--- config.mk ---
export PLATFORM = sky130hd
export DESIGN_NAME = mpeg_audio_frame_splitter_flat
export DESIGN_NICKNAME = d
export VERILOG_FILES = /design/src/sv/mafs_pkg.sv /design/src/sv/mafs_stream_if.sv /design/src/sv/mafs_controller.sv /design/src/sv/mafs_datapath.sv /design/src/sv/mpeg_audio_frame_splitter.sv /design/src/flat_wrapper.sv
export SDC_FILE = /design/constraint.sdc
export NUM_CORES = 1
export LEC_CHECK = 0
export BUFFER_PORTS_ARGS = -buffer_cell sky130_fd_sc_hd__buf_2
export CORE_UTILIZATION = 56
export DETAILED_ROUTE_END_ITERATION = 7
export GPL_TIMING_DRIVEN = 0
export HOLD_SLACK_MARGIN = 0.05
export PLACE_DENSITY = 0.82
export SLEW_MARGIN = 20
export SYNTH_ARGS = -nofsm -noshare
export SYNTH_HDL_FRONTEND = slang
export SYNTH_SLANG_ARGS = --single-unit
export TNS_END_PERCENT = 20
--- constraint.sdc ---
create_clock -name clk -period 2.7 [get_ports clk]
set_input_delay 0.54 -clock clk [delete_from_list [all_inputs] [get_ports clk]]
set_output_delay 0.54 -clock clk [all_outputs]
set_load 0.005 [all_outputs]
--- src/sv/mafs_pkg.sv ---
`default_nettype none
package mafs_pkg;

  localparam int unsigned LEN_W      = 13;
  localparam int unsigned KBPS_W     = 9;
  localparam int unsigned RATE_W     = 16;
  localparam int unsigned DIVIDEND_W = 26;
  localparam int unsigned DIV_CNT_W  = $clog2(DIVIDEND_W);

  localparam logic [7:0]        SYNC_BYTE   = 8'hFF;
  localparam logic [7:0]        SYNC_MASK   = 8'hF0;
  localparam logic [17:0]       FRAME_SCALE = 18'd144000;
  localparam logic [LEN_W-1:0]  LEN_MAX     = 13'd8191;

  typedef struct packed {
    logic [7:0] data_byte;
    logic       pes_start;
  } in_item_t;

  typedef struct packed {
    logic [7:0]       out_byte;
    logic             frame_first;
    logic             frame_last;
    logic             frame_error;
    logic [LEN_W-1:0] locked_length;
  } out_item_t;

  typedef enum logic [1:0] {
    MODE_HUNT,
    MODE_HOLD,
    MODE_FRAME
  } mode_t;

  typedef enum logic [2:0] {
    ST_IDLE,
    ST_SECOND,
    ST_MUL,
    ST_DIV,
    ST_LOCK
  } state_t;

  typedef enum logic [1:0] {
    KIND_DROP,
    KIND_FRAME,
    KIND_SYNC,
    KIND_HEADER
  } kind_t;

  typedef struct packed {
    logic take;
    logic second;
    logic mul_load;
    logic div_step;
    logic lock_emit;
  } cmd_t;

  typedef struct packed {
    kind_t kind;
    logic  out_free;
    logic  hdr_bad;
    logic  div_done;
  } status_t;

  localparam logic [KBPS_W-1:0] KBPS_ROW1 [16] = '{
    9'd0, 9'd32, 9'd64, 9'd96, 9'd128, 9'd160, 9'd192, 9'd224,
    9'd256, 9'd288, 9'd320, 9'd352, 9'd384, 9'd416, 9'd448, 9'd0};
  localparam logic [KBPS_W-1:0] KBPS_ROW2 [16] = '{
    9'd0, 9'd32, 9'd48, 9'd56, 9'd64, 9'd80, 9'd96, 9'd112,
    9'd128, 9'd160, 9'd192, 9'd224, 9'd256, 9'd320, 9'd384, 9'd0};
  localparam logic [KBPS_W-1:0] KBPS_ROW3 [16] = '{
    9'd0, 9'd32, 9'd40, 9'd48, 9'd56, 9'd64, 9'd80, 9'd96,
    9'd112, 9'd128, 9'd160, 9'd192, 9'd224, 9'd256, 9'd320, 9'd0};
  localparam logic [KBPS_W-1:0] KBPS_ROW4 [16] = '{
    9'd0, 9'd32, 9'd48, 9'd56, 9'd64, 9'd80, 9'd96, 9'd112,
    9'd128, 9'd144, 9'd160, 9'd176, 9'd192, 9'd224, 9'd256, 9'd0};
  localparam logic [KBPS_W-1:0] KBPS_ROW5 [16] = '{
    9'd0, 9'd8, 9'd16, 9'd24, 9'd32, 9'd40, 9'd48, 9'd56,
    9'd64, 9'd80, 9'd96, 9'd112, 9'd128, 9'd144, 9'd160, 9'd0};

  // Bitrate in kbit/s from version, layer and bitrate index; 0 when invalid.
  function automatic logic [KBPS_W-1:0] kbps_lookup(input logic [1:0] ver,
                                                     input logic [1:0] lay,
                                                     input logic [3:0] idx);
    logic [KBPS_W-1:0] v;
    v = '0;
    if (lay != 2'd0) begin
      case (ver)
        2'd3: begin
          case (lay)
            2'd3:    v = KBPS_ROW1[idx];
            2'd2:    v = KBPS_ROW2[idx];
            default: v = KBPS_ROW3[idx];
          endcase
        end
        2'd0, 2'd2: begin
          if (lay == 2'd3) begin
            v = KBPS_ROW4[idx];
          end else begin
            v = KBPS_ROW5[idx];
          end
        end
        default: v = '0;
      endcase
    end
    return v;
  endfunction

  // Sample rate in Hz from version and rate index; 0 when reserved.
  function automatic logic [RATE_W-1:0] rate_lookup(input logic [1:0] ver,
                                                    input logic [1:0] idx);
    logic [RATE_W-1:0] v;
    v = '0;
    case ({ver, idx})
      4'b0000: v = 16'd11025;
      4'b0001: v = 16'd12000;
      4'b0010: v = 16'd8000;
      4'b1000: v = 16'd22050;
      4'b1001: v = 16'd24000;
      4'b1010: v = 16'd16000;
      4'b1100: v = 16'd44100;
      4'b1101: v = 16'd48000;
      4'b1110: v = 16'd32000;
      default: v = '0;
    endcase
    return v;
  endfunction

endpackage
`default_nettype wire

--- src/sv/mafs_stream_if.sv ---
`default_nettype none
interface mafs_stream_if #(parameter type item_t = logic) ();
  logic  valid;
  logic  ready;
  item_t payload;

  modport source (output valid, output payload, input ready);
  modport sink (input valid, input payload, output ready);
endinterface
`default_nettype wire

--- src/sv/mafs_controller.sv ---
`default_nettype none
module mafs_controller (
  input  wire logic             clk,
  input  wire logic             rst,
  input  wire logic             in_valid,
  output logic                  in_ready,
  input  wire mafs_pkg::status_t status,
  output mafs_pkg::cmd_t        cmd
);

  mafs_pkg::state_t state;
  mafs_pkg::state_t state_next;

  always_ff @(posedge clk) begin
    if (rst) begin
      state <= mafs_pkg::ST_IDLE;
    end else begin
      state <= state_next;
    end
  end

  always_comb begin
    state_next = state;
    cmd        = '0;
    in_ready   = 1'b0;
    case (state)
      mafs_pkg::ST_IDLE: begin
        in_ready = status.out_free;
        if (in_valid && status.out_free) begin
          cmd.take = 1'b1;
          case (status.kind)
            mafs_pkg::KIND_SYNC:   state_next = mafs_pkg::ST_SECOND;
            mafs_pkg::KIND_HEADER: state_next = mafs_pkg::ST_MUL;
            default:               state_next = mafs_pkg::ST_IDLE;
          endcase
        end
      end
      mafs_pkg::ST_SECOND: begin
        if (status.out_free) begin
          cmd.second = 1'b1;
          state_next = mafs_pkg::ST_IDLE;
        end
      end
      mafs_pkg::ST_MUL: begin
        // skip the divide on a bad header
        if (status.hdr_bad) begin
          state_next = mafs_pkg::ST_LOCK;
        end else begin
          cmd.mul_load = 1'b1;
          state_next   = mafs_pkg::ST_DIV;
        end
      end
      mafs_pkg::ST_DIV: begin
        cmd.div_step = 1'b1;
        if (status.div_done) begin
          state_next = mafs_pkg::ST_LOCK;
        end
      end
      mafs_pkg::ST_LOCK: begin
        if (status.out_free) begin
          cmd.lock_emit = 1'b1;
          state_next    = mafs_pkg::ST_IDLE;
        end
      end
      default: state_next = mafs_pkg::ST_IDLE;
    endcase
  end

endmodule
`default_nettype wire

--- src/sv/mafs_datapath.sv ---
`default_nettype none
module mafs_datapath #(
  parameter int unsigned MAX_FRAME_BYTES = 8192
) (
  input  wire logic                clk,
  input  wire logic                rst,
  input  wire mafs_pkg::in_item_t  in_item,
  input  wire mafs_pkg::cmd_t      cmd,
  output mafs_pkg::status_t        status,
  output logic                     out_valid,
  input  wire logic                out_ready,
  output mafs_pkg::out_item_t      out_item
);

  localparam int unsigned LW = mafs_pkg::LEN_W;
  localparam int unsigned DW = mafs_pkg::DIVIDEND_W;
  localparam int unsigned RW = mafs_pkg::RATE_W;
  localparam int unsigned CapInt = (MAX_FRAME_BYTES < 8191) ? MAX_FRAME_BYTES : 8191;
  localparam logic [LW-1:0] LEN_CAP = CapInt[LW-1:0];

  mafs_pkg::mode_t               mode;
  logic [LW-1:0]                 position;
  logic [LW-1:0]                 frame_length;
  logic                          length_locked;
  logic [7:0]                    header_second;
  logic [7:0]                    hold_byte;
  logic [mafs_pkg::KBPS_W-1:0]   kbps;
  logic [RW-1:0]                 rate;
  logic [RW-1:0]                 rem;
  logic [DW-1:0]                 dq;
  logic [mafs_pkg::DIV_CNT_W-1:0] count;

  // input classification
  logic [7:0]      b;
  logic            ps;
  mafs_pkg::mode_t mode_eff;
  mafs_pkg::mode_t mode_drop;
  mafs_pkg::kind_t kind;

  assign b  = in_item.data_byte;
  assign ps = in_item.pes_start;

  always_comb begin
    mode_eff = mode;
    if (mode == mafs_pkg::MODE_FRAME && position == '0 && ps) begin
      mode_eff = mafs_pkg::MODE_HUNT;
    end
    mode_drop = (b == mafs_pkg::SYNC_BYTE) ? mafs_pkg::MODE_HOLD : mafs_pkg::MODE_HUNT;
    case (mode_eff)
      mafs_pkg::MODE_HOLD: begin
        if (ps || (b & mafs_pkg::SYNC_MASK) != mafs_pkg::SYNC_MASK) begin
          kind = mafs_pkg::KIND_DROP;
        end else begin
          kind = mafs_pkg::KIND_SYNC;
        end
        if (!ps) begin
          mode_drop = mafs_pkg::MODE_HUNT;
        end
      end
      mafs_pkg::MODE_FRAME: begin
        if (position == LW'(2) && !length_locked) begin
          kind = mafs_pkg::KIND_HEADER;
        end else begin
          kind = mafs_pkg::KIND_FRAME;
        end
      end
      default: kind = mafs_pkg::KIND_DROP;
    endcase
  end

  // lock length from the divider result
  logic [DW:0]   len_raw;
  logic [LW-1:0] len_new;
  assign len_raw = {1'b0, dq} + {{DW{1'b0}}, hold_byte[1]};
  assign len_new = (len_raw > {{(DW+1-LW){1'b0}}, LEN_CAP}) ? LEN_CAP : len_raw[LW-1:0];

  // shared frame byte logic
  logic [7:0]    byte_sel;
  logic [LW-1:0] pos_sel;
  logic [LW-1:0] len_sel;
  logic          lock_sel;
  logic [LW:0]   pos_plus;
  logic          fb_last;
  logic [LW-1:0] pos_next;

  always_comb begin
    if (cmd.take) begin
      byte_sel = (kind == mafs_pkg::KIND_SYNC) ? mafs_pkg::SYNC_BYTE : b;
    end else begin
      byte_sel = hold_byte;
    end
    pos_sel  = (cmd.take && kind == mafs_pkg::KIND_SYNC) ? '0 : position;
    len_sel  = cmd.lock_emit ? len_new : frame_length;
    lock_sel = cmd.lock_emit | length_locked;
    pos_plus = {1'b0, pos_sel} + {{LW{1'b0}}, 1'b1};
    fb_last  = lock_sel && (pos_plus >= {1'b0, len_sel});
    pos_next = fb_last ? '0 : pos_plus[LW-1:0];
  end

  logic hdr_bad;
  assign hdr_bad = (kbps == '0) || (rate == '0);

  logic fb_exec;
  logic out_free;
  assign out_free = !out_valid || out_ready;
  assign fb_exec  = (cmd.take && (kind == mafs_pkg::KIND_FRAME || kind == mafs_pkg::KIND_SYNC))
                 || cmd.second || (cmd.lock_emit && !hdr_bad);

  // one restoring divide step
  logic [RW:0] rem_shift;
  logic [RW:0] rem_diff;
  logic        q_bit;
  assign rem_shift = {rem, dq[DW-1]};
  assign rem_diff  = rem_shift - {1'b0, rate};
  assign q_bit     = rem_shift >= {1'b0, rate};

  logic [26:0] product;
  assign product = {9'd0, mafs_pkg::FRAME_SCALE} * {18'd0, kbps};

  always_ff @(posedge clk) begin
    if (rst) begin
      mode          <= mafs_pkg::MODE_HUNT;
      position      <= '0;
      frame_length  <= '0;
      length_locked <= 1'b0;
      header_second <= '0;
      out_valid     <= 1'b0;
    end else begin
      if (cmd.take) begin
        case (kind)
          mafs_pkg::KIND_DROP:   mode <= mode_drop;
          mafs_pkg::KIND_HEADER: hold_byte <= b;
          mafs_pkg::KIND_SYNC:   hold_byte <= b;
          default:               ;
        endcase
        if (kind == mafs_pkg::KIND_HEADER) begin
          kbps <= mafs_pkg::kbps_lookup(header_second[4:3], header_second[2:1], b[7:4]);
          rate <= mafs_pkg::rate_lookup(header_second[4:3], b[3:2]);
        end
      end
      if (fb_exec) begin
        position <= pos_next;
        mode     <= mafs_pkg::MODE_FRAME;
        if (pos_sel == LW'(1)) begin
          header_second <= byte_sel;
        end
      end
      if (cmd.lock_emit) begin
        if (hdr_bad) begin
          mode     <= mafs_pkg::MODE_HUNT;
          position <= '0;
        end else begin
          frame_length  <= len_new;
          length_locked <= 1'b1;
        end
      end
      if (fb_exec || cmd.lock_emit) begin
        out_valid <= 1'b1;
      end else if (out_ready) begin
        out_valid <= 1'b0;
      end
    end
  end

  // datapath payload: output register and divider
  always_ff @(posedge clk) begin
    if (cmd.lock_emit && hdr_bad) begin
      out_item.out_byte      <= hold_byte;
      out_item.frame_first   <= 1'b0;
      out_item.frame_last    <= 1'b1;
      out_item.frame_error   <= 1'b1;
      out_item.locked_length <= '0;
    end else if (fb_exec) begin
      out_item.out_byte      <= byte_sel;
      out_item.frame_first   <= (pos_sel == '0);
      out_item.frame_last    <= fb_last;
      out_item.frame_error   <= 1'b0;
      out_item.locked_length <= lock_sel ? len_sel : '0;
    end
    if (cmd.mul_load) begin
      dq    <= product[DW-1:0];
      rem   <= '0;
      count <= '0;
    end else if (cmd.div_step) begin
      rem   <= q_bit ? rem_diff[RW-1:0] : rem_shift[RW-1:0];
      dq    <= {dq[DW-2:0], q_bit};
      count <= count + 1'b1;
    end
  end

  assign status.kind     = kind;
  assign status.out_free = out_free;
  assign status.hdr_bad  = hdr_bad;
  assign status.div_done = (count == mafs_pkg::DIV_CNT_W'(DW - 1));

endmodule
`default_nettype wire

--- src/sv/mpeg_audio_frame_splitter.sv ---
`default_nettype none
// MPEG audio frame splitter. Feed it elementary-stream bytes of MPEG audio, each
// flagged with pes_start when it opens a PES payload; it returns only the bytes
// that belong to audio frames, marked on the first and last byte of each frame.
// On a payload start that falls on a frame boundary it hunts for sync (0xFF,
// then a byte with high nibble 0xF) and drops everything before it. The first
// header fixes the frame length for good as 144000 * kbps / rate + padding,
// capped at MAX_FRAME_BYTES and at 8191; later frames are cut at that length
// without looking at their headers. A header with a zero bitrate or sample rate
// ends the frame on its third byte with frame_error and goes back to hunting.
// Throughput: one byte per cycle in steady state. A sync byte pair leaves
// through the single output register. The one-time lock on the first header
// runs a table lookup, one multiply and a 26-step restoring divider that
// produces one quotient bit per cycle. Input ready follows the output
// register, so a stalled output holds the input. Reset is synchronous; no
// clearing pass.
module mpeg_audio_frame_splitter #(
  parameter int unsigned MAX_FRAME_BYTES = 8192
) (
  input wire logic      clk,
  input wire logic      rst,
  mafs_stream_if.sink   in_ch,
  mafs_stream_if.source out_ch
);

  mafs_pkg::cmd_t      cmd;
  mafs_pkg::status_t   status;
  mafs_pkg::out_item_t out_item;
  logic                in_ready;
  logic                out_valid;

  // sequence accept, sync pair, header lock
  mafs_controller u_ctrl (
    .clk      (clk),
    .rst      (rst),
    .in_valid (in_ch.valid),
    .in_ready (in_ready),
    .status   (status),
    .cmd      (cmd)
  );

  // stream state, length divider and output register
  mafs_datapath #(
    .MAX_FRAME_BYTES (MAX_FRAME_BYTES)
  ) u_dp (
    .clk       (clk),
    .rst       (rst),
    .in_item   (in_ch.payload),
    .cmd       (cmd),
    .status    (status),
    .out_valid (out_valid),
    .out_ready (out_ch.ready),
    .out_item  (out_item)
  );

  assign in_ch.ready    = in_ready;
  assign out_ch.valid   = out_valid;
  assign out_ch.payload = out_item;

endmodule
`default_nettype wire

--- src/flat_wrapper.sv ---
// flat-port wrapper written by rule: the top's interface ports become plain ports
module mpeg_audio_frame_splitter_flat 
#(
  parameter int unsigned MAX_FRAME_BYTES = 8192
)
  (clk, rst, in_ch_valid, in_ch_payload, in_ch_ready, out_ch_valid, out_ch_payload, out_ch_ready);
  mafs_stream_if in_ch_i ();
  mafs_stream_if out_ch_i ();
  input wire logic clk;
  input wire logic rst;
  input wire logic [$bits(in_ch_i.valid)-1:0] in_ch_valid;
  input wire logic [$bits(in_ch_i.payload)-1:0] in_ch_payload;
  output wire logic [$bits(in_ch_i.ready)-1:0] in_ch_ready;
  output wire logic [$bits(out_ch_i.valid)-1:0] out_ch_valid;
  output wire logic [$bits(out_ch_i.payload)-1:0] out_ch_payload;
  input wire logic [$bits(out_ch_i.ready)-1:0] out_ch_ready;
  assign in_ch_i.valid = in_ch_valid;
  assign in_ch_i.payload = in_ch_payload;
  assign in_ch_ready = in_ch_i.ready;
  assign out_ch_valid = out_ch_i.valid;
  assign out_ch_payload = out_ch_i.payload;
  assign out_ch_i.ready = out_ch_ready;
  mpeg_audio_frame_splitter #(.MAX_FRAME_BYTES(MAX_FRAME_BYTES)) u_core (.clk(clk), .rst(rst), .in_ch(in_ch_i), .out_ch(out_ch_i));
endmodule
==> impl_metrics.tcl, run 1 <==
set metrics [dict create \
    outcome "complete, no violations" \
    sw_frac_of_total_pct 20.2 \
    fill_cells 170 \
    dieArea_sq_um 2480 \
    drtAntennaViolNets 0 \
    io_pins 8 \
    setup_tns_ns 0 \
    remaining_drc_errors 0 \
    drv_slew 0 \
    cts_buffers 3 \
    crit_slowest_cell "dfxtp_1" \
    cp_common_cell "buf_6" \
    synth-async-reset-ratio_pct 0 \
    yosysMostFrequentCell "dfxtp_1" \
    arrival_ns 2.14 \
    antenna_found_initial 0 \
    power.switching_mw 0.122 \
    critical_path.max_stage_delay_ns 0.33 \
    synth_area_leaders "dfxtp_1 (30%), edfxtp_1 (12%), xnor2_1 (5.5%)" \
    die_h_um 49.8 \
    crit_start "u_core.u_dp.position[7]" \
    rsz0062_at_grt "false" \
    synth_edf_count 5 \
    ys_seq_area_share_pct 41.4 \
    clock_latency_ns 0.33 \
    start_util_pct 62.1 \
    synth_ff_type "dfxtp_1" \
    yosys_warnings 0 \
    crit_fanout 10 \
    cts.sinks 24 \
    synthCells 139 \
    grt-ovfl-total 0 \
    fin_cells 177 \
    nNetsFinal 161 \
    drt-total-wl_mm 2.27 \
    wire_per_inst_um 12.8 \
    grt_max_degree 15 \
    synth_nets 149 \
    p_clk_share_pct 37.6 \
    worstPathRequired_ns 2.92 \
    min_from "rst" \
    seqPwrFrac_pct 60.3 \
    timing.rr.start "u_core.u_dp.position[7]" \
    yosys.area.top_type "dfxtp_1" \
    finalClockSkew_ns 0.0143 \
    dp_cells 173 \
    fp.coreArea_sq_um 2060 \
    vias 992 \
    p_leak_nw 0.565 \
    synth_top_area_share_pct 29.7 \
    synthTopCellsByCount "dfxtp_1 (19), a21oi_1 (11), nor2_1 (11)" \
    port_buffers 7 \
    start_kind "flop" \
    synth-seq-cells 24 \
    min_path_type "in -> reg" \
    ctsLongestPathBuffers 2 \
    first_global_vias 989 \
    powerDensity_nw_per_um2 433 \
    fin_crit_ns 1.92 \
    crit_chain "buf_6 -> nor4_2 -> nand3_1 -> o2111ai_2 -> a21boi_4 -> buf_6 -> buf_8 -> xnor2_1 -> nor2_2" \
    drive_gt1_share_pct 15.3 \
    dr.pass1.iters 4 \
    syn_to_final_growth_pct 9.08 \
    antenna_cells 0 \
    cap_viol_max_count 0 \
    clockRootBuffer "clkbuf_4" \
    final-setup-viol-count 0 \
    finalHoldViolCount 0 \
    irDropWorstVdd_uv 376 \
    synth.distinct_cells 41 \
    row_count 16 \
    end_kind "flop" \
    p_comb_share_pct 2.2 \
    htreeDepth 1 \
    clkTransAtPathRegs_ns 0.14 \
    drt_iter0_drc 18 \
    hpwl_mm 1.69 \
    tritoncts "done" \
    postCtsSetupBuffers 0 \
    routabilityCongestion 0.799 \
    worst_pin_slew_ns 0.505 \
    post-route-period-util_pct 71.0 \
    grt_pass1_wl_mm 3.97 \
    p_int_mw 0.483 \
    syn_avg_cell_area_sq_um 9.22 \
    fmax_mhz 522 \
    grt_usage_pct 20.6 \
    netlist_area_sq_um 1280 \
    ctsHoldBuffers 0 \
    via_per_inst 5.60 \
    cts_resized 0 \
    die_w_um 49.8 \
    max-slew-margin-rel_pct 66.3 \
    path_class "reg -> reg" \
]
==> power groups by stage <==
stage / combinational (mW) / clock, mW / sequential [mW]
final: 0.0131 / 0.227 / 0.364
after global routing: 0.0148 / 0.244 / 0.365
after CTS: 0.0130 / 0.232 / 0.364
after detailed placement: 0.0130 / 0 / 0.372
after global placement: 0.0128 / 0 / 0.372
after floorplan: 0.00695 / 0 / 0.372
==> final timing paths <==
kind | end | slack [ns] | cells after the start
min reg2reg | u_core.u_dp.mode[1] | 0.52 | 2
min | u_core.u_ctrl.state[2] | 0.40 | 2
max reg2reg | u_core.u_dp.position[0] | 0.78 | 9
max | u_core.u_dp.position[0] | 0.78 | 9
==> layout by cell type, fill, tap and decap left out, types with 6 or more instances in the layout <==
master    n
nor2_1   11
buf_2     8
inv_1    10
dfxtp_1  19
or3_1     6
nand2_1   8
nand3_1   6
o21ai_1   6
xnor2_1   8
a21oi_1  11
==> cells by family after synthesis <==
family | Yosys count | share of synthesized area (%)
AO/OA/AOI/OAI | 23 | 11.7
XOR/XNOR | 10 | 6.84
adder cells (fa/ha/maj) | 5 | 4.88
buffers and inverters | 18 | 8.01
flip-flops | 24 | 41.4
multiplexers | 2 | 1.66
AND/OR/NAND/NOR | 57 | 25.5
==> critical path, delay by kind of cell (launching register included) <==
kind / cells / cell delay, ns
and+or+nand+nor: 3 / 0.43
xor gates and xnor gates: 1 / 0.13
buffers and inverters: 3 / 0.42
DFF: 1 / 0.33
AOI/OAI and AO/OA: 2 / 0.49
==> flip-flops by register name, summed over array words and instances, names as in the netlist <==
name                   cells
u_core.u_dp.position      13
u_core.u_dp.out_item       1
u_core.u_dp.count          5
u_core.u_dp.out_valid      1
u_core.u_ctrl.state        3
u_core.u_dp.mode           1
==> layer usage <==
| layer | part of all wire [%] | track usage (%) | up-vias |
|---|---|---|---|
| li1 | - | - | 501 |
| met1 | 45 | 23.4 | 457 |
| met2 | 48 | 36.3 | 28 |
| met3 | 5.2 | 6.17 | 6 |
| met4 | 1.8 | 7.14 | 0 |
| met5 | 0 | 0 | - |
==> per-stage QoR <==
step / utilization [%] / hold WS [ns] / area, sq um / setup WS (ns) / power [mW]
6_report: 67.8 / 0.402 / 1400 / 0.784 / 0.605
5_1_grt: 67.8 / 0.420 / 1400 / 0.622 / 0.624
4_1_cts: 67.8 / 0.396 / 1400 / 0.769 / 0.609
3_5_place_dp: 65.5 / 0.487 / 1350 / 0.633 / 0.385
3_3_place_gp: 65.5 / 0.481 / 1350 / 0.684 / 0.385
2_1_floorplan: - / 0.473 / 1280 / 0.915 / 0.379
==> area by class of cell <==
cell class,count,area [sq um],area share [%]
Buffer,8,65.1,4.66
Tap cell,27,33.8,2.42
Inverter,10,37.5,2.69
Timing Repair Buffer,7,35.0,2.51
Multi-Input combinational cell,97,648,46.4
Clock buffer,4,47.5,3.40
Sequential cell,24,531,38.0
No activity file was read; power rests on OpenSTA's default activity.
==> inputs of run 2 (changes only) <==
--- a/config.mk
+++ b/config.mk
@@ -6,11 +6,11 @@
 export NUM_CORES = 1
 export LEC_CHECK = 0
 export BUFFER_PORTS_ARGS = -buffer_cell sky130_fd_sc_hd__buf_2
-export CORE_UTILIZATION = 56
+export CORE_UTILIZATION = 47
 export DETAILED_ROUTE_END_ITERATION = 7
 export GPL_TIMING_DRIVEN = 0
 export HOLD_SLACK_MARGIN = 0.05
-export PLACE_DENSITY = 0.82
+export PLACE_DENSITY = 0.75
 export SLEW_MARGIN = 20
 export SYNTH_ARGS = -nofsm -noshare
 export SYNTH_HDL_FRONTEND = slang
==> constraint.sdc (replaced) <==
create_clock -name clk -period 1.6 [get_ports clk]
set_input_delay 0.32 -clock clk [delete_from_list [all_inputs] [get_ports clk]]
set_output_delay 0.32 -clock clk [all_outputs]
set_load 0.005 [all_outputs]
==> run 2 against run 1 <==
Register-to-register slack got worse by 1.0 ns. Fmax increased by 3.2%. Clock skew decreased by 0.0027 ns. Critical endpoint is now u_core.u_dp.position[5]. Sequential share of layout area shrank 4.7 points. Cell count is 8.5% higher. Wire length grew 28%. Sequential power rose by 67%. Via count is 6.1% higher. The run now ends with setup timing left. First-iteration DRC count increased by 50%. Cell area is 18% higher. Worst setup slack worse by 1.0 ns.
==> impl_metrics.tcl, run 2 (synthesis results as in run 1) <==
set metrics [dict create \
    outcome "complete, but fails checks" \
    failed_checks "setup timing" \
    irDropWorstVdd_uv 820 \
    finalClockSkew_ns 0.0116 \
    cts.sinks 24 \
    min_path_type "in -> reg" \
    use_met1_pct 21.9 \
    max-slew-margin-rel_pct 77.9 \
    nNetsFinal 173 \
    htreeDepth 1 \
    fmax_mhz 539 \
    start_kind "flop" \
    multi_input_area_sq_um 751 \
    wire_per_inst_um 15.2 \
    drtAntennaViolNets 0 \
    final_cell_mix "nor2_1 (11), dfxtp_1 (11), buf_4 (10), inv_1 (9)" \
    fp.coreArea_sq_um 2520 \
    end_kind "flop" \
    syn_to_final_growth_pct 29.0 \
    finalHoldViolCount 0 \
    row_count 18 \
    worst_pin_slew_ns 0.329 \
    start_util_pct 50.8 \
    finalInstanceArea_sq_um 1650 \
    port_buffers 7 \
    vias 1053 \
    top_register "u_core.u_dp.position" \
    first_global_vias 978 \
    arrival_ns 2.13 \
    dieArea_sq_um 2940 \
    remaining_drc_errors 0 \
    r2r_end "u_core.u_dp.position[5]" \
    hpwl_mm 1.74 \
    finalWorstSetupSlack_ns -0.257 \
    whs_endpoint "u_core.u_ctrl.state[2]" \
    hold_depth 2 \
    cap_viol_max_count 0 \
    grt-ovfl-total 0 \
    seq_area_sq_um 551 \
    largest_reg_flops 13 \
    reg2reg_depth 7 \
    grt_use_met3_pct 5.28 \
    antenna_found_initial 0 \
    path_class "reg -> reg" \
    p_total_mw 1.08 \
    top_usage_layer "met2" \
    drt-total-wl_mm 2.91 \
    tritoncts "done" \
    antenna_cells 0 \
    r2r_slack_ns -0.26 \
    clkTransAtPathRegs_ns 0.14 \
    clockRootBuffer "clkbuf_4" \
    io_pins 8 \
    drt_iter0_drc 27 \
    via_per_inst 5.48 \
    grt_usage_pct 20.1 \
    grt_max_degree 15 \
    routabilityCongestion 0.789 \
    crit_start "u_core.u_ctrl.state[2]" \
    dp_slack_ns -0.269 \
    ctsLongestPathBuffers 2 \
    worstPathRequired_ns 1.87 \
    drive_gt1_share_pct 38.3 \
    ctsHoldBuffers 0 \
    fin_util_pct 65.5 \
    final-setup-viol-count 17 \
    powerDensity_nw_per_um2 651 \
    drv_slew 0 \
    die_w_um 54.2 \
    rsz0062_at_grt "true" \
    dr.pass1.iters 4 \
    timing.rr.start "u_core.u_ctrl.state[2]" \
    post-route-period-util_pct 116 \
    die_h_um 54.2 \
    min_from "rst" \
    holdWs_ns 0.193 \
    reg.largest.list "u_core.u_dp.position x13, u_core.u_dp.count x5, u_core.u_ctrl.state x3" \
    cts_buffers 3 \
    p_leak_nw 0.683 \
    crit_fanout 6 \
    fill_cells 215 \
    place_area_sq_um 1370 \
    use_met2_pct 36.8 \
    fin_crit_ns 1.86 \
    grt_pass1_wl_mm 4.20 \
    clock_latency_ns 0.33 \
]
==> run 2: report_power, final <==
| group | leakage, nW | switching (mW) | internal [mW] |
|---|---|---|---|
| clock | 0.0279 | 0.190 | 0.254 |
| combinational | 0.439 | 0.0148 | 0.00943 |
| sequential | 0.217 | 0.0000000000000000461 | 0.608 |
==> run 2: how the worst max path moves through the flow <==
stage                     cells after the start  slack (ns)                  endpoint
after CTS                                     7       -0.20   u_core.u_dp.position[7]
after floorplan                               8        -0.1  u_core.u_dp.position[11]
final                                         7       -0.26   u_core.u_dp.position[5]
after global placement                        8       -0.28   u_core.u_dp.position[0]
after detailed placement                      9       -0.27   u_core.u_dp.position[6]
after global routing                          7       -0.34   u_core.u_dp.position[7]
==> run 2: layer usage <==
| layer | part of all wire (%) | up-vias |
|---|---|---|
| met5 | 0 | - |
| met4 | 0.79 | 0 |
| met3 | 2.3 | 4 |
| met2 | 55 | 9 |
| met1 | 42 | 512 |
| li1 | - | 528 |
==> run 2: critical path, stage by stage (launching register included) <==
cell and delay (ns):
dfxtp_2 0.36, buf_6 0.13, nor4_4 0.33, o2111ai_2 0.17
a21boi_4 0.18, buf_6 0.15, or3_1 0.33, a21oi_2 0.14
==> run 2: final cells by class <==
class,instances,area share [%]
plain buffers,7,3.71
clock buffers,3,1.36
inverters,10,2.50
flip-flops and latches,24,33.3
multi-input cells,97,45.4
clock inverters,1,1.82
well taps,30,2.27
repair buffers,20,9.61
==> run 2: what timing repair did <==
item,4_1_cts,5_1_grt
cloned,0,2
hold endpoints to repair,0,0
endpoints found under the setup margin,17,17
pin swaps,4,10
gates resized for setup,10,27
buffers inserted,4,7
==> run 2: through the flow <==
| stage | std cells | TNS (ns) |
|---|---|---|
| final | 192 | -3.22 |
| after global routing | 192 | -4.46 |
| after CTS | 184 | -2.79 |
| after detailed placement | 176 | -3.37 |
| after global placement | 176 | -3.31 |
| after floorplan | 139 | -0.904 |
==> inputs of run 3 (changes only) <==
--- a/config.mk
+++ b/config.mk
@@ -6,6 +6,7 @@
 export NUM_CORES = 1
 export LEC_CHECK = 0
 export BUFFER_PORTS_ARGS = -buffer_cell sky130_fd_sc_hd__buf_2
+export CORE_ASPECT_RATIO = 1.5
 export CORE_UTILIZATION = 47
 export DETAILED_ROUTE_END_ITERATION = 7
 export GPL_TIMING_DRIVEN = 0
==> run 3 against run 2 <==
The flow still finishes with violations (setup timing). Cell count is the same. Power increased by 0.27%. Die area is 0.15% higher. Critical path type unchanged. Largest cell class unchanged. Largest power group unchanged.
==> impl_metrics.tcl, run 3 (synthesis results as in run 1) <==
set metrics [dict create \
    outcome "complete, but fails checks" \
    failed_checks "setup timing" \
    finalClockSkew_ns 0.00692 \
    die_h_um 65.9 \
    finalWorstSetupSlack_ns -0.269 \
    syn_to_final_growth_pct 18.8 \
    hpwl_mm 1.72 \
    clockRootBuffer "clkbuf_4" \
    final_common_cell "dfxtp_1" \
    start_kind "flop" \
    grt_max_degree 15 \
    dr.pass1.iters 6 \
    place_area_sq_um 1380 \
    min_path_type "in -> reg" \
    dp_slack_ns -0.324 \
    p_int_mw 0.877 \
    remaining_drc_errors 0 \
    drt-total-wl_mm 2.58 \
    largest_reg_flops 13 \
    grt-ovfl-total 0 \
    port_buffers 7 \
    drt_iter0_drc 30 \
    fin_util_pct 60.8 \
    fmax_mhz 535 \
    cts.sinks 24 \
    cts_buffers 3 \
    p_clk_share_pct 40.9 \
    clock_latency_ns 0.32 \
    grt_usage_pct 19.9 \
    dieArea_sq_um 2940 \
    fin_cells 192 \
    fp.coreArea_sq_um 2500 \
    crit_fanout 9 \
    top_register "u_core.u_dp.position" \
    final-setup-viol-count 17 \
    max-slew-margin-rel_pct 67.3 \
    htreeDepth 1 \
    drive_gt1_share_pct 28.2 \
    grt_use_met3_pct 4.10 \
    reg.largest.list "u_core.u_dp.position x13, u_core.u_dp.count x5, u_core.u_ctrl.state x3" \
    io_pins 8 \
    cap_viol_max_count 0 \
    routabilityCongestion 0.779 \
    via_per_inst 5.44 \
    post-route-period-util_pct 117 \
    setup_tns_ns -3.56 \
    use_met2_pct 33.1 \
    p_comb_share_pct 2.2 \
    ctsLongestPathBuffers 2 \
    arrival_ns 2.13 \
    tritoncts "done" \
    dp_cells 182 \
    antenna_found_initial 0 \
    powerDensity_nw_per_um2 708 \
    vias 1045 \
    use_met1_pct 21.7 \
    clkTransAtPathRegs_ns 0.14 \
    power.switching_mw 0.202 \
    sw_frac_of_total_pct 18.7 \
    final_cell_mix "dfxtp_1 (12), nor2_1 (11), inv_1 (10), nand2_1 (8), a21oi_1 (8)" \
    worstPathRequired_ns 1.86 \
    path_class "reg -> reg" \
    seqPwrFrac_pct 57.0 \
    ctsHoldBuffers 0 \
    first_global_vias 1036 \
    fin_crit_ns 1.87 \
    drtAntennaViolNets 0 \
    p_leak_nw 0.623 \
    top_usage_layer "met2" \
    drv_slew 0 \
    grt_pass1_wl_mm 4.31 \
    worst_pin_slew_ns 0.490 \
    wire_per_inst_um 13.4 \
    nNetsFinal 167 \
    finalInstanceArea_sq_um 1520 \
    die_w_um 44.6 \
    rsz0062_at_grt "true" \
    end_kind "flop" \
    irDropWorstVdd_uv 542 \
    row_count 22 \
    antenna_cells 0 \
    start_util_pct 51.1 \
    finalHoldViolCount 0 \
]
run 3: path summary, 6_finish.rpt:
check             depth (start not counted)                       to  slack [ns]                     from
setup / recovery                          8  u_core.u_dp.position[4]       -0.27  u_core.u_dp.position[2]
hold / removal                            2   u_core.u_ctrl.state[2]        0.20                      rst
setup reg to reg                          8  u_core.u_dp.position[4]       -0.27  u_core.u_dp.position[2]
hold reg to reg                           2      u_core.u_dp.mode[1]        0.52      u_core.u_dp.mode[1]
run 3: routing by layer:
| metal | vias to the layer above | wire length (um) | share of wire [%] |
|---|---|---|---|
| met1 | 484 | 1080 | 42 |
| met2 | 32 | 1280 | 50 |
| li1 | 515 | - | - |
| met4 | 0 | 138 | 5.4 |
| met5 | - | 0 | 0 |
| met3 | 14 | 86 | 3.3 |
run 3: repair_timing:
item | in CTS | in global routing
resized for setup | 6 | 9
setup buffers | 4 | 1
pin swaps | 7 | 7
endpoints found under the setup margin | 17 | 17
cloned | 1 | 0
run 3: cell type report:
type	instances	area, sq um
buffer	8	71.3
clock buffer	3	22.5
clock inverter	1	30.0
fill	200	982
inverter	10	37.5
multi-input combinational	97	697
sequential	24	539
tap	36	45.0
timing repair buffer	13	80.1
run 3: metrics by stage:
stage	hold slack, ns	power, mW
6_report	0.204	1.08
5_1_grt	0.186	1.13
4_1_cts	0.190	1.09
3_5_place_dp	0.499	0.651
3_3_place_gp	0.483	0.651
2_1_floorplan	0.389	0.640
run 3: worst max-delay path, stage by stage, from the launching register on:
cell and delay (ns):
dfxtp_2 0.35, nor4_2 0.33, nand3_2 0.16, o2111ai_2 0.21
a21boi_4 0.24, buf_6 0.15, buf_8 0.13, o21ai_1 0.07
a21oi_2 0.16
run 3: power groups by stage:
stage	clock network (mW)	registers [mW]	logic, mW
5_1_grt	0.486	0.615	0.0254
3_3_place_gp	0	0.628	0.0225
4_1_cts	0.454	0.615	0.0231
6_report	0.441	0.614	0.0232
3_5_place_dp	0	0.628	0.0229
2_1_floorplan	0	0.628	0.0122
